File: config.mk
export PLATFORM = sky130hd
export DESIGN_NAME = ipms_pi_terms
export DESIGN_NICKNAME = d
export VERILOG_FILES = /design/src/hdl/ipms_pkg.sv /design/src/hdl/ipms_pi_terms.sv
export SDC_FILE = /design/constraint.sdc
export NUM_CORES = 1
export LEC_CHECK = 0
export ABC_CLOCK_PERIOD_IN_PS = 43100
export BUFFER_PORTS_ARGS = -buffer_cell sky130_fd_sc_hd__buf_2
export CORE_AREA = 2 2 261 263
export DETAILED_ROUTE_END_ITERATION = 16
export DIE_AREA = 0 0 263 265
export PLACE_DENSITY = 0.62
export SYNTH_ARGS = -nofsm -noshare
export SYNTH_HDL_FRONTEND = slang
export SYNTH_SLANG_ARGS = --single-unit
File: constraint.sdc
create_clock -name vclk -period 43.1
set_input_delay 8.62 -clock vclk [all_inputs]
set_output_delay 8.62 -clock vclk [all_outputs]
set_load 0.005 [all_outputs]
File: src/hdl/ipms_pkg.sv
// ----------------------------------------------------------------------------
// ipms_pkg
// Shared types and constants of the two-motor incremental PI speed controller.
// ----------------------------------------------------------------------------
package ipms_pkg;

  // default thresholds (integer counts)
  localparam int INT_WINDOW_LO_DEF = -50;
  localparam int INT_WINDOW_HI_DEF = 50;
  localparam int INT_TERM_LO_DEF   = -100;
  localparam int INT_TERM_HI_DEF   = 100;
  localparam int DELTA_ERR_LO_DEF  = -20;
  localparam int DELTA_ERR_HI_DEF  = 20;

  // error at or above this uses the large gain pair
  localparam int ERR_LARGE         = 15;
  // setpoint below this with a stopped motor kills the integral term
  localparam int TARGET_IDLE_LIMIT = 11;

  // configuration register indexes
  localparam logic [2:0] REG_GAIN_P_LARGE = 3'd0;
  localparam logic [2:0] REG_GAIN_I_LARGE = 3'd1;
  localparam logic [2:0] REG_GAIN_P_SMALL = 3'd2;
  localparam logic [2:0] REG_GAIN_I_SMALL = 3'd3;
  localparam logic [2:0] REG_GAIN_P_BRAKE = 3'd4;
  localparam logic [2:0] REG_GAIN_I_BRAKE = 3'd5;
  localparam logic [2:0] REG_DUTY_FLOOR   = 3'd6;
  localparam logic [2:0] REG_DUTY_CEILING = 3'd7;

  localparam logic signed [15:0] DUTY_CEILING_RST = 16'sd1000;

  // Q8.8 gain set
  typedef struct packed {
    logic [15:0] p_large;
    logic [15:0] i_large;
    logic [15:0] p_small;
    logic [15:0] i_small;
    logic [15:0] p_brake;
    logic [15:0] i_brake;
  } gains_t;

  // per-motor state entry
  typedef struct packed {
    logic signed [16:0] prev_err;
    logic signed [31:0] acc;
  } state_t;

endpackage

File: src/hdl/ipms_pi_terms.sv
// ----------------------------------------------------------------------------
// ipms_pi_terms
// Gain selection, integral window and clamp, error-change clamp, P and I products.
// ----------------------------------------------------------------------------
module ipms_pi_terms #(
  parameter int INT_WINDOW_LO = ipms_pkg::INT_WINDOW_LO_DEF,
  parameter int INT_WINDOW_HI = ipms_pkg::INT_WINDOW_HI_DEF,
  parameter int INT_TERM_LO   = ipms_pkg::INT_TERM_LO_DEF,
  parameter int INT_TERM_HI   = ipms_pkg::INT_TERM_HI_DEF,
  parameter int DELTA_ERR_LO  = ipms_pkg::DELTA_ERR_LO_DEF,
  parameter int DELTA_ERR_HI  = ipms_pkg::DELTA_ERR_HI_DEF
) (
  input  ipms_pkg::gains_t   gains,
  input  logic signed [16:0] err,
  input  logic signed [16:0] prev_err,
  input  logic               i_kill,
  output logic signed [34:0] p_term,
  output logic signed [23:0] i_term
);

  localparam logic signed [17:0] WIN_LO   = 18'(INT_WINDOW_LO);
  localparam logic signed [17:0] WIN_HI   = 18'(INT_WINDOW_HI);
  localparam logic signed [33:0] ITERM_LO = 34'(INT_TERM_LO * 256);
  localparam logic signed [33:0] ITERM_HI = 34'(INT_TERM_HI * 256);
  localparam logic signed [17:0] DLT_LO   = 18'(DELTA_ERR_LO);
  localparam logic signed [17:0] DLT_HI   = 18'(DELTA_ERR_HI);
  localparam logic signed [16:0] E_LARGE  = 17'(ipms_pkg::ERR_LARGE);

  logic [15:0]        gp;
  logic [15:0]        gi;
  logic signed [17:0] err_x;
  logic signed [17:0] dlt;
  logic signed [17:0] dlt_c;
  logic signed [33:0] prod_i;
  logic signed [33:0] prod_i_c;
  logic               in_window;

  always_comb begin
    if (err >= E_LARGE) begin
      gp = gains.p_large;
      gi = gains.i_large;
    end else if (!err[16]) begin
      gp = gains.p_small;
      gi = gains.i_small;
    end else begin
      gp = gains.p_brake;
      gi = gains.i_brake;
    end
  end

  assign err_x     = {err[16], err};
  assign in_window = (err_x < WIN_HI) && (err_x > WIN_LO);

  assign prod_i = $signed({1'b0, gi}) * err;

  always_comb begin
    if (prod_i < ITERM_LO) begin
      prod_i_c = ITERM_LO;
    end else if (prod_i > ITERM_HI) begin
      prod_i_c = ITERM_HI;
    end else begin
      prod_i_c = prod_i;
    end
  end

  assign i_term = (in_window && !i_kill) ? prod_i_c[23:0] : 24'sd0;

  assign dlt = err_x - $signed({prev_err[16], prev_err});

  always_comb begin
    if (dlt < DLT_LO) begin
      dlt_c = DLT_LO;
    end else if (dlt > DLT_HI) begin
      dlt_c = DLT_HI;
    end else begin
      dlt_c = dlt;
    end
  end

  assign p_term = $signed({1'b0, gp}) * dlt_c;

endmodule

# After elaboration in Yosys (flattened, before gate mapping)

Cells that the tools add are included.

Flip-flop bits (word level): 0
Bits in latches: 0
RAM bits: 0
ROM bits: 0
Bits of input ports: 131
Output and inout bits: 59
Word-level logic and storage cells: 22
Memories kept: 0

Add/sub/neg operators: 1
$mul: 2
Divide/modulo/power cells: 0
Magnitude comparators: 7
Eq/ne operators: 0
Shifts and indexed selects: 0
Multiplexer cells: 9
Bitwise logic cells: 0
Reduce and logical (&&, ||, !) cells: 3

Operator list:

| cell                 | number |
|---|---|
| $mux 24              | 3 |
| $mux 16              | 4 |
| $mux 18              | 2 |
| $mul 17x18->35       | 1 |
| $gt 34x16->1 const B | 1 |
| $lt 34x16->1 const B | 1 |
| $mul 17x17->34       | 1 |
| $gt 18x6->1 const B  | 1 |
| $lt 18x6->1 const B  | 1 |
| $sub 17x17->18       | 1 |
| $ge 17x5->1 const B  | 1 |
| $gt 17x7->1 const B  | 1 |
| $lt 17x7->1 const B  | 1 |
| $logic_and 1x1->1    | 2 |
| $logic_not 1->1      | 1 |

# Longest topological paths before layout

Gate-level depths: netlist of run 1.

Depth in word-level cells: 7
Gate-level depth with buffers: 38
Gate-level depth less buffers: 35

# Least setup slack after synthesis of run 1

Ideal clock, no wire load.

Path kind: input -> output
Start: input err[0]
End: output p_term[31]
Arrival time: 17.103 ns
Data required time: 34.480 ns
Setup slack: 17.377 ns
Stages on the path: 33
Buffers on the path: 2
Cell sequence: inv_1 clkbuf_1 ha_1 fa_1 nor2b_1 o21a_1 o21ai_2 a311oi_1 o2111ai_1 nor2b_1 xor2_1 or4_1 o41a_1 clkbuf_1 a21o_1 fa_1 inv_1 fa_1 fa_1 fa_1 fa_1 inv_1 fa_1 inv_1 ha_1 a211oi_1 nand2b_1 o311ai_0 o31ai_1 a221oi_1 nor2_1 a221oi_1 xnor2_1

Longest elaborated chain between the ends: 5
Elaborated cells between the ends (all ways): 8
Those cells by class: add/sub (1); mul (1); order compare (3); mux (3)

RTL lines:

| what               | RTL line            | source |
|---|---|---|
| from (decl)        | ipms_pi_terms.sv:14 | `input logic signed [16:0] err,` |
| $sub 17x17->18     | ipms_pi_terms.sv:68 | `assign dlt = err_x - $signed({prev_err[16], prev_err});` |
| $gt 18x6->1        | ipms_pi_terms.sv:73 | `end else if (dlt > DLT_HI) begin` |
| $mux 18            | ipms_pi_terms.sv:73 |  |
| $mux 18            | ipms_pi_terms.sv:71 | `if (dlt < DLT_LO) begin` |
| $mul 17x18->35 (*) | ipms_pi_terms.sv:80 | `assign p_term = $signed({1'b0, gp}) * dlt_c;` |
| to (decl)          | ipms_pi_terms.sv:17 | `output logic signed [34:0] p_term,` |

Every way passes the cells marked *; elsewhere a longest branch is shown, timed or not.

# Final worst setup path of run 1

Ends and elaborated chain as after synthesis.

==> results of run 1 <==
==> worst paths after layout <==
kind	depth (start not counted)	end	slack, ns
worst max-delay path	34	p_term[31]	15.25
worst min-delay path	5	p_term[1]	17.73
==> routing by layer <==
metal	share of wire [%]	GRT usage [%]	routed length [µm]	up-vias
met5	0.021	0	13	-
met4	1.7	2.69	1020	2
met3	6.5	2.67	3950	59
met2	47	30.2	28500	511
met1	45	25.4	27600	9107
li1	-	-	-	8679
==> critical path: cells and delay by family <==
family	cells	cell delay, ns
buf+inv	6	0.65
fa+ha+maj	9	3.70
xor+xnor	2	0.33
simple gates	5	1.15
compound gates	12	4.76
==> Yosys cell counts (6+ instances only) <==
cell type	instances	area, µm²
and2_1	106	663
nor2b_1	39	244
a21o_1	42	315
o211ai_1	8	60.1
a211oi_1	21	158
fa_1	503	10100
xor2_1	24	210
o21a_1	13	97.6
nor3_1	28	140
and3_1	6	37.5
ha_1	234	2930
o21bai_1	11	82.6
clkbuf_1	84	315
nand4_1	19	119
nand3_1	16	80.1
o21ai_0	45	225
o21ai_1	9	45.0
or2_2	39	244
a21oi_1	97	485
inv_1	757	2840
nand2b_1	30	188
xnor2_1	46	403
mux2i_1	35	350
nor2_1	166	623
buf_1	14	52.6
nand2_1	252	946
a31oi_1	6	37.5
nor4_1	16	100
==> layout by cell type, fill, tap and decap left out, drive strengths merged, types with 39 or more instances in the layout <==
master | netlist | layout
o21ai | 55 | 55
xnor2 | 47 | 47
inv | 757 | 757
buf | 23 | 208
nor2 | 167 | 167
or2 | 39 | 39
fa | 503 | 503
a21o | 43 | 43
ha | 234 | 234
a21oi | 98 | 98
nand2 | 252 | 252
and2 | 108 | 108
nor2b | 39 | 39
==> kinds of logic (layout without fill, tap and decap cells) <==
kind of cell,after synthesis,count (layout)
multiplexers,37,37
XOR/XNOR,71,71
AO/OA/AOI/OAI,327,327
other,0,1
AND/OR/NAND/NOR,755,755
buffers and inverters,865,965
adder cells (fa/ha/maj),737,737
==> metrics by stage <==
step / utilization (%) / area (µm²)
after floorplan: - / 23200
after global placement: 37.4 / 25000
after detailed placement: 37.4 / 25000
after CTS: 37.4 / 25000
after global routing: 37.4 / 25000
final: 37.4 / 25000
==> layout make-up <==
class	count	area, µm²	share of cell area, %
antenna	1	2.50	0.0100
inverter	757	2840	11.4
multi-input combinational	1927	20000	79.9
tap	873	1090	4.37
timing repair buffer	208	1090	4.35
==> results.json, run 1 <==
{
  "vias": 18400,
  "place_inst": 3765,
  "slowest_stage": "o311ai_0",
  "nets": 3762,
  "nFlopsAndLatches": 0,
  "rsz0062_at_grt": "no",
  "yosys.area_share.simple_pct": 16.1,
  "netlist_instances": 2792,
  "fin_cells": 3766,
  "crit_required_ns": 34.48,
  "whs_ns": 17.73,
  "cts_setup_buffers": 0,
  "grt-ovfl-total": 0,
  "n_fill_cell": 6984,
  "cp.arrival_ns": 19.23,
  "tns_ns": 0,
  "gp_congestion": 0.910,
  "synth_cell_type_count": 92,
  "crit_fanout": 13,
  "crit_type": "in2out",
  "dieHeight_um": 265,
  "synth_top_family_by_area": "adder cells",
  "drc": 0,
  "netlist_area_um2": 23200,
  "fin_crit_ns": 27.85,
  "start_util_pct": 34.8,
  "syn-num-nets": 3660,
  "die_area_um2": 69700,
  "avgSynthCellArea_um2": 8.32,
  "layout-drive-gt1-share_pct": 9.96,
  "place_hpwl_mm": 52.3,
  "synth_xor_area_share_pct": 2.71,
  "first_iter_violations": 976,
  "post_cts_resized": 0,
  "maxSlewHeadroom_pct": 20.8,
  "port_buffers": 190,
  "grtUsageTotal_pct": 18.1,
  "maxSlewViolCount": 0,
  "synth_compound_area_share_pct": 9.55,
  "max_clock_freq_mhz": 35.9,
  "crit_path_start_kind": "input pin",
  "worst_slew_pin_slew_ns": 1.17,
  "synthMuxAreaShare_pct": 1.61,
  "routed_wl_mm": 61.1,
  "finalHoldViolations": 0,
  "fp.dieW_um": 263,
  "drv_cap": 0,
  "grt_max_degree": 72,
  "synth_warnings": 0,
  "postCtsHoldBufs": 0,
  "pre_cts_ws_ns": 15.48,
  "status": "completed",
  "fin_crit_sh_pct": 64.6,
  "crit_path_end_kind": "output pin",
  "rows": 95,
  "grt_pass1_vias": 19000,
  "finalSetupViolCount": 0,
  "drtPass1Iterations": 6,
  "crit_start": "err[0]",
  "synthAdderAreaFrac_pct": 56.0,
  "yosysSeqAreaShare_pct": 0,
  "cpPeakStageDelay_ns": 1.06,
  "cp_common_cell": "fa_1",
  "syn2layout_area_growth_pct": 7.65,
  "seqCellArea_um2": 0,
  "hp-start": "gains[81]",
  "antenna_left": 0,
  "grt_first_pass_wirelength_mm": 102,
  "wl_per_cell_um": 16.2,
  "fin_ws_ns": 15.25,
  "io_pins": 190,
  "viasPerCell": 4.87,
  "coreArea_um2": 66800,
  "antenna_found_initial": 1,
  "hp-class": "in2out",
  "nClkBuffers": 0
}
==> inputs of run 2 (changes only) <==
==> config.mk (replaced) <==
export PLATFORM = sky130hd
export DESIGN_NAME = ipms_pi_terms
export DESIGN_NICKNAME = d
export VERILOG_FILES = /design/src/hdl/ipms_pkg.sv /design/src/hdl/ipms_pi_terms.sv
export SDC_FILE = /design/constraint.sdc
export NUM_CORES = 1
export LEC_CHECK = 0
export ABC_AREA = 1
export ABC_CLOCK_PERIOD_IN_PS = 23100
export BUFFER_PORTS_ARGS = -buffer_cell sky130_fd_sc_hd__buf_2
export CORE_AREA = 2 2 262 264
export DETAILED_ROUTE_END_ITERATION = 16
export DIE_AREA = 0 0 264 266
export PLACE_DENSITY = 0.64
export SYNTH_ARGS = -nofsm -noshare
export SYNTH_HDL_FRONTEND = slang
export SYNTH_SLANG_ARGS = --single-unit
==> constraint.sdc (replaced) <==
create_clock -name vclk -period 23.1
set_input_delay 4.62 -clock vclk [all_inputs]
set_output_delay 4.62 -clock vclk [all_outputs]
set_load 0.005 [all_outputs]
==> run 2 against run 1 <==
Net effect: final area rose by 1.1%; via count up 7.5%; highest routed layer unchanged; setup slack worse by 10 ns; first-iteration DRC count rose by 22%; critical endpoint is now p_term[28].
==> results.json, run 2 <==
{
  "status": "completed",
  "nets": 4226,
  "io_pins": 190,
  "antenna_found_initial": 3,
  "dpl_cell_area_um2": 25300,
  "tns_ns": 0,
  "n_fill_cell": 7250,
  "crit_fanout": 29,
  "final_common_cell": "inv_1",
  "worst_slew_pin_slew_ns": 1.05,
  "port_buffers": 190,
  "fp.dieW_um": 264,
  "hp-class": "in2out",
  "netlist_instances": 3215,
  "rows": 96,
  "grt-ovfl-total": 0,
  "synth_cell_type_count": 42,
  "synth_top_family_by_area": "adder cells",
  "yosysTopAreaCellShare_pct": 43.0,
  "maxSlewViolCount": 0,
  "cp_common_cell": "nand2_1",
  "grt_first_pass_wirelength_mm": 105,
  "pre_cts_ws_ns": 4.98,
  "crit_type": "in2out",
  "nFlopsAndLatches": 0,
  "finalSetupViolCount": 0,
  "slowest_stage": "nand3_1",
  "syn-num-nets": 4083,
  "wl_per_cell_um": 14.8,
  "post_cts_resized": 0,
  "rsz0062_at_grt": "no",
  "synthAdderAreaFrac_pct": 55.5,
  "crit_path_start_kind": "input pin",
  "cpPeakStageDelay_ns": 0.54,
  "vias": 19700,
  "cts_setup_buffers": 0,
  "worstSetupEndpoint": "p_term[28]",
  "max_clock_freq_mhz": 54.8,
  "gp_congestion": 0.946,
  "start_util_pct": 34.5,
  "crit_path_end_kind": "output pin",
  "yosys.area_share.simple_pct": 20.2,
  "drc": 0,
  "fin_ws_ns": 4.84,
  "final_design_area_no_fill_um2": 25300,
  "fin_crit_sh_pct": 79.0,
  "grtUsageTotal_pct": 18.4,
  "antenna_left": 0,
  "ys_top_cells_by_area": "fa_1 43%, inv_1 16%, ha_1 13%",
  "yosysTopAreaCell": "fa_1",
  "netlist_area_um2": 23400,
  "diodes": 0,
  "nClkBuffers": 0,
  "grt_max_degree": 64,
  "avgSynthCellArea_um2": 7.28,
  "synth_xor_area_share_pct": 1.87,
  "fin_crit_ns": 18.26,
  "layout-drive-gt1-share_pct": 7.51,
  "maxSlewHeadroom_pct": 29.4,
  "cp.arrival_ns": 13.64,
  "synth.most_common_cell": "inv_1",
  "routed_wl_mm": 62.5,
  "yosys-top-cells-count": "1014 x inv_1, 569 x nand2_1, 503 x fa_1",
  "synth_warnings": 0,
  "crit_required_ns": 18.48,
  "first_iter_violations": 1189,
  "drv_cap": 0,
  "coreArea_um2": 67700,
  "place_hpwl_mm": 55.7,
  "postCtsHoldBufs": 0,
  "synth_compound_area_share_pct": 4.53,
  "finalHoldViolations": 0,
  "viasPerCell": 4.66,
  "drtPass1Iterations": 7,
  "crit_start": "err[0]",
  "syn2layout_area_growth_pct": 8.04,
  "yosysSeqAreaShare_pct": 0,
  "dieHeight_um": 266,
  "synthMuxAreaShare_pct": 0,
  "seqCellArea_um2": 0,
  "grt_pass1_vias": 20400,
  "die_area_um2": 70200,
  "final_cell_mix": "1014 x inv_1, 569 x nand2_1, 503 x fa_1"
}
==> run 2: changes by cell type after synthesis, sizes merged, moves of 23 or more <==
| cell | before | now |
|---|---|---|
| or2 | 39 | 16 |
| xnor2 | 47 | 23 |
| a21o | 43 | 3 |
| inv | 757 | 1020 |
| nand3 | 17 | 94 |
| mux2i | 35 | 0 |
| nor2 | 167 | 388 |
| clkbuf | 84 | 32 |
| nand2 | 252 | 576 |
| nor2b | 39 | 0 |
| nand2b | 31 | 0 |
| and2 | 108 | 3 |
==> run 2: how the worst min path moves through the flow <==
stage / startpoint / to / slack, ns / cells past startpoint
2_1_floorplan: err[0] / i_term[0] / 9.37 / 2
3_3_place_gp: err[0] / i_term[0] / 9.84 / 4
3_5_place_dp: i_kill / i_term[10] / 9.84 / 6
4_1_cts: i_kill / i_term[10] / 9.84 / 6
5_1_grt: i_kill / i_term[10] / 9.86 / 6
6_report: err[0] / i_term[0] / 9.80 / 4
==> run 2: metal layers <==
layer  track usage [%]  routed length (µm)
met1              26.6               29000
met2              30.6               28800
met3              2.34                4010
met4              1.87                 653
met5                 0                  25
==> run 2: cell families after synthesis <==
kind of cell             after synthesis
XOR/XNOR                              49
AND/OR/NAND/NOR                     1146
buffers and inverters               1097
adder cells (fa/ha/maj)              737
AO/OA/AOI/OAI                        186
==> run 2: cell type report <==
cell class / instances / area, µm² / share of cell area, %
Multi-Input combinational cell: 2118 / 19200 / 76.0
Tap cell: 882 / 1100 / 4.37
Inverter: 1030 / 3870 / 15.3
Timing Repair Buffer: 208 / 1090 / 4.30
==> run 2: critical path: cells and delay by family <==
family | cells | cell delay (ns)
AND/OR/NAND/NOR | 14 | 2.37
AO/OA/AOI/OAI | 6 | 1.65
XOR/XNOR | 1 | 0.15
buffers and inverters | 9 | 1.58
adder cells (fa/ha/maj) | 8 | 3.26
==> run 2: metrics by stage <==
stage / util [%] / hold slack [ns] / cells
after global placement: 37.3 / 9.84 / 4238
after CTS: 37.3 / 9.84 / 4238
final: 37.3 / 9.80 / 4238
after detailed placement: 37.3 / 9.84 / 4238
after floorplan: - / 9.37 / 3215
after global routing: 37.3 / 9.86 / 4238
Power of run 2 is not shown: default switching activity piles up to over one toggle a cycle in this logic, so the estimate is an artifact.
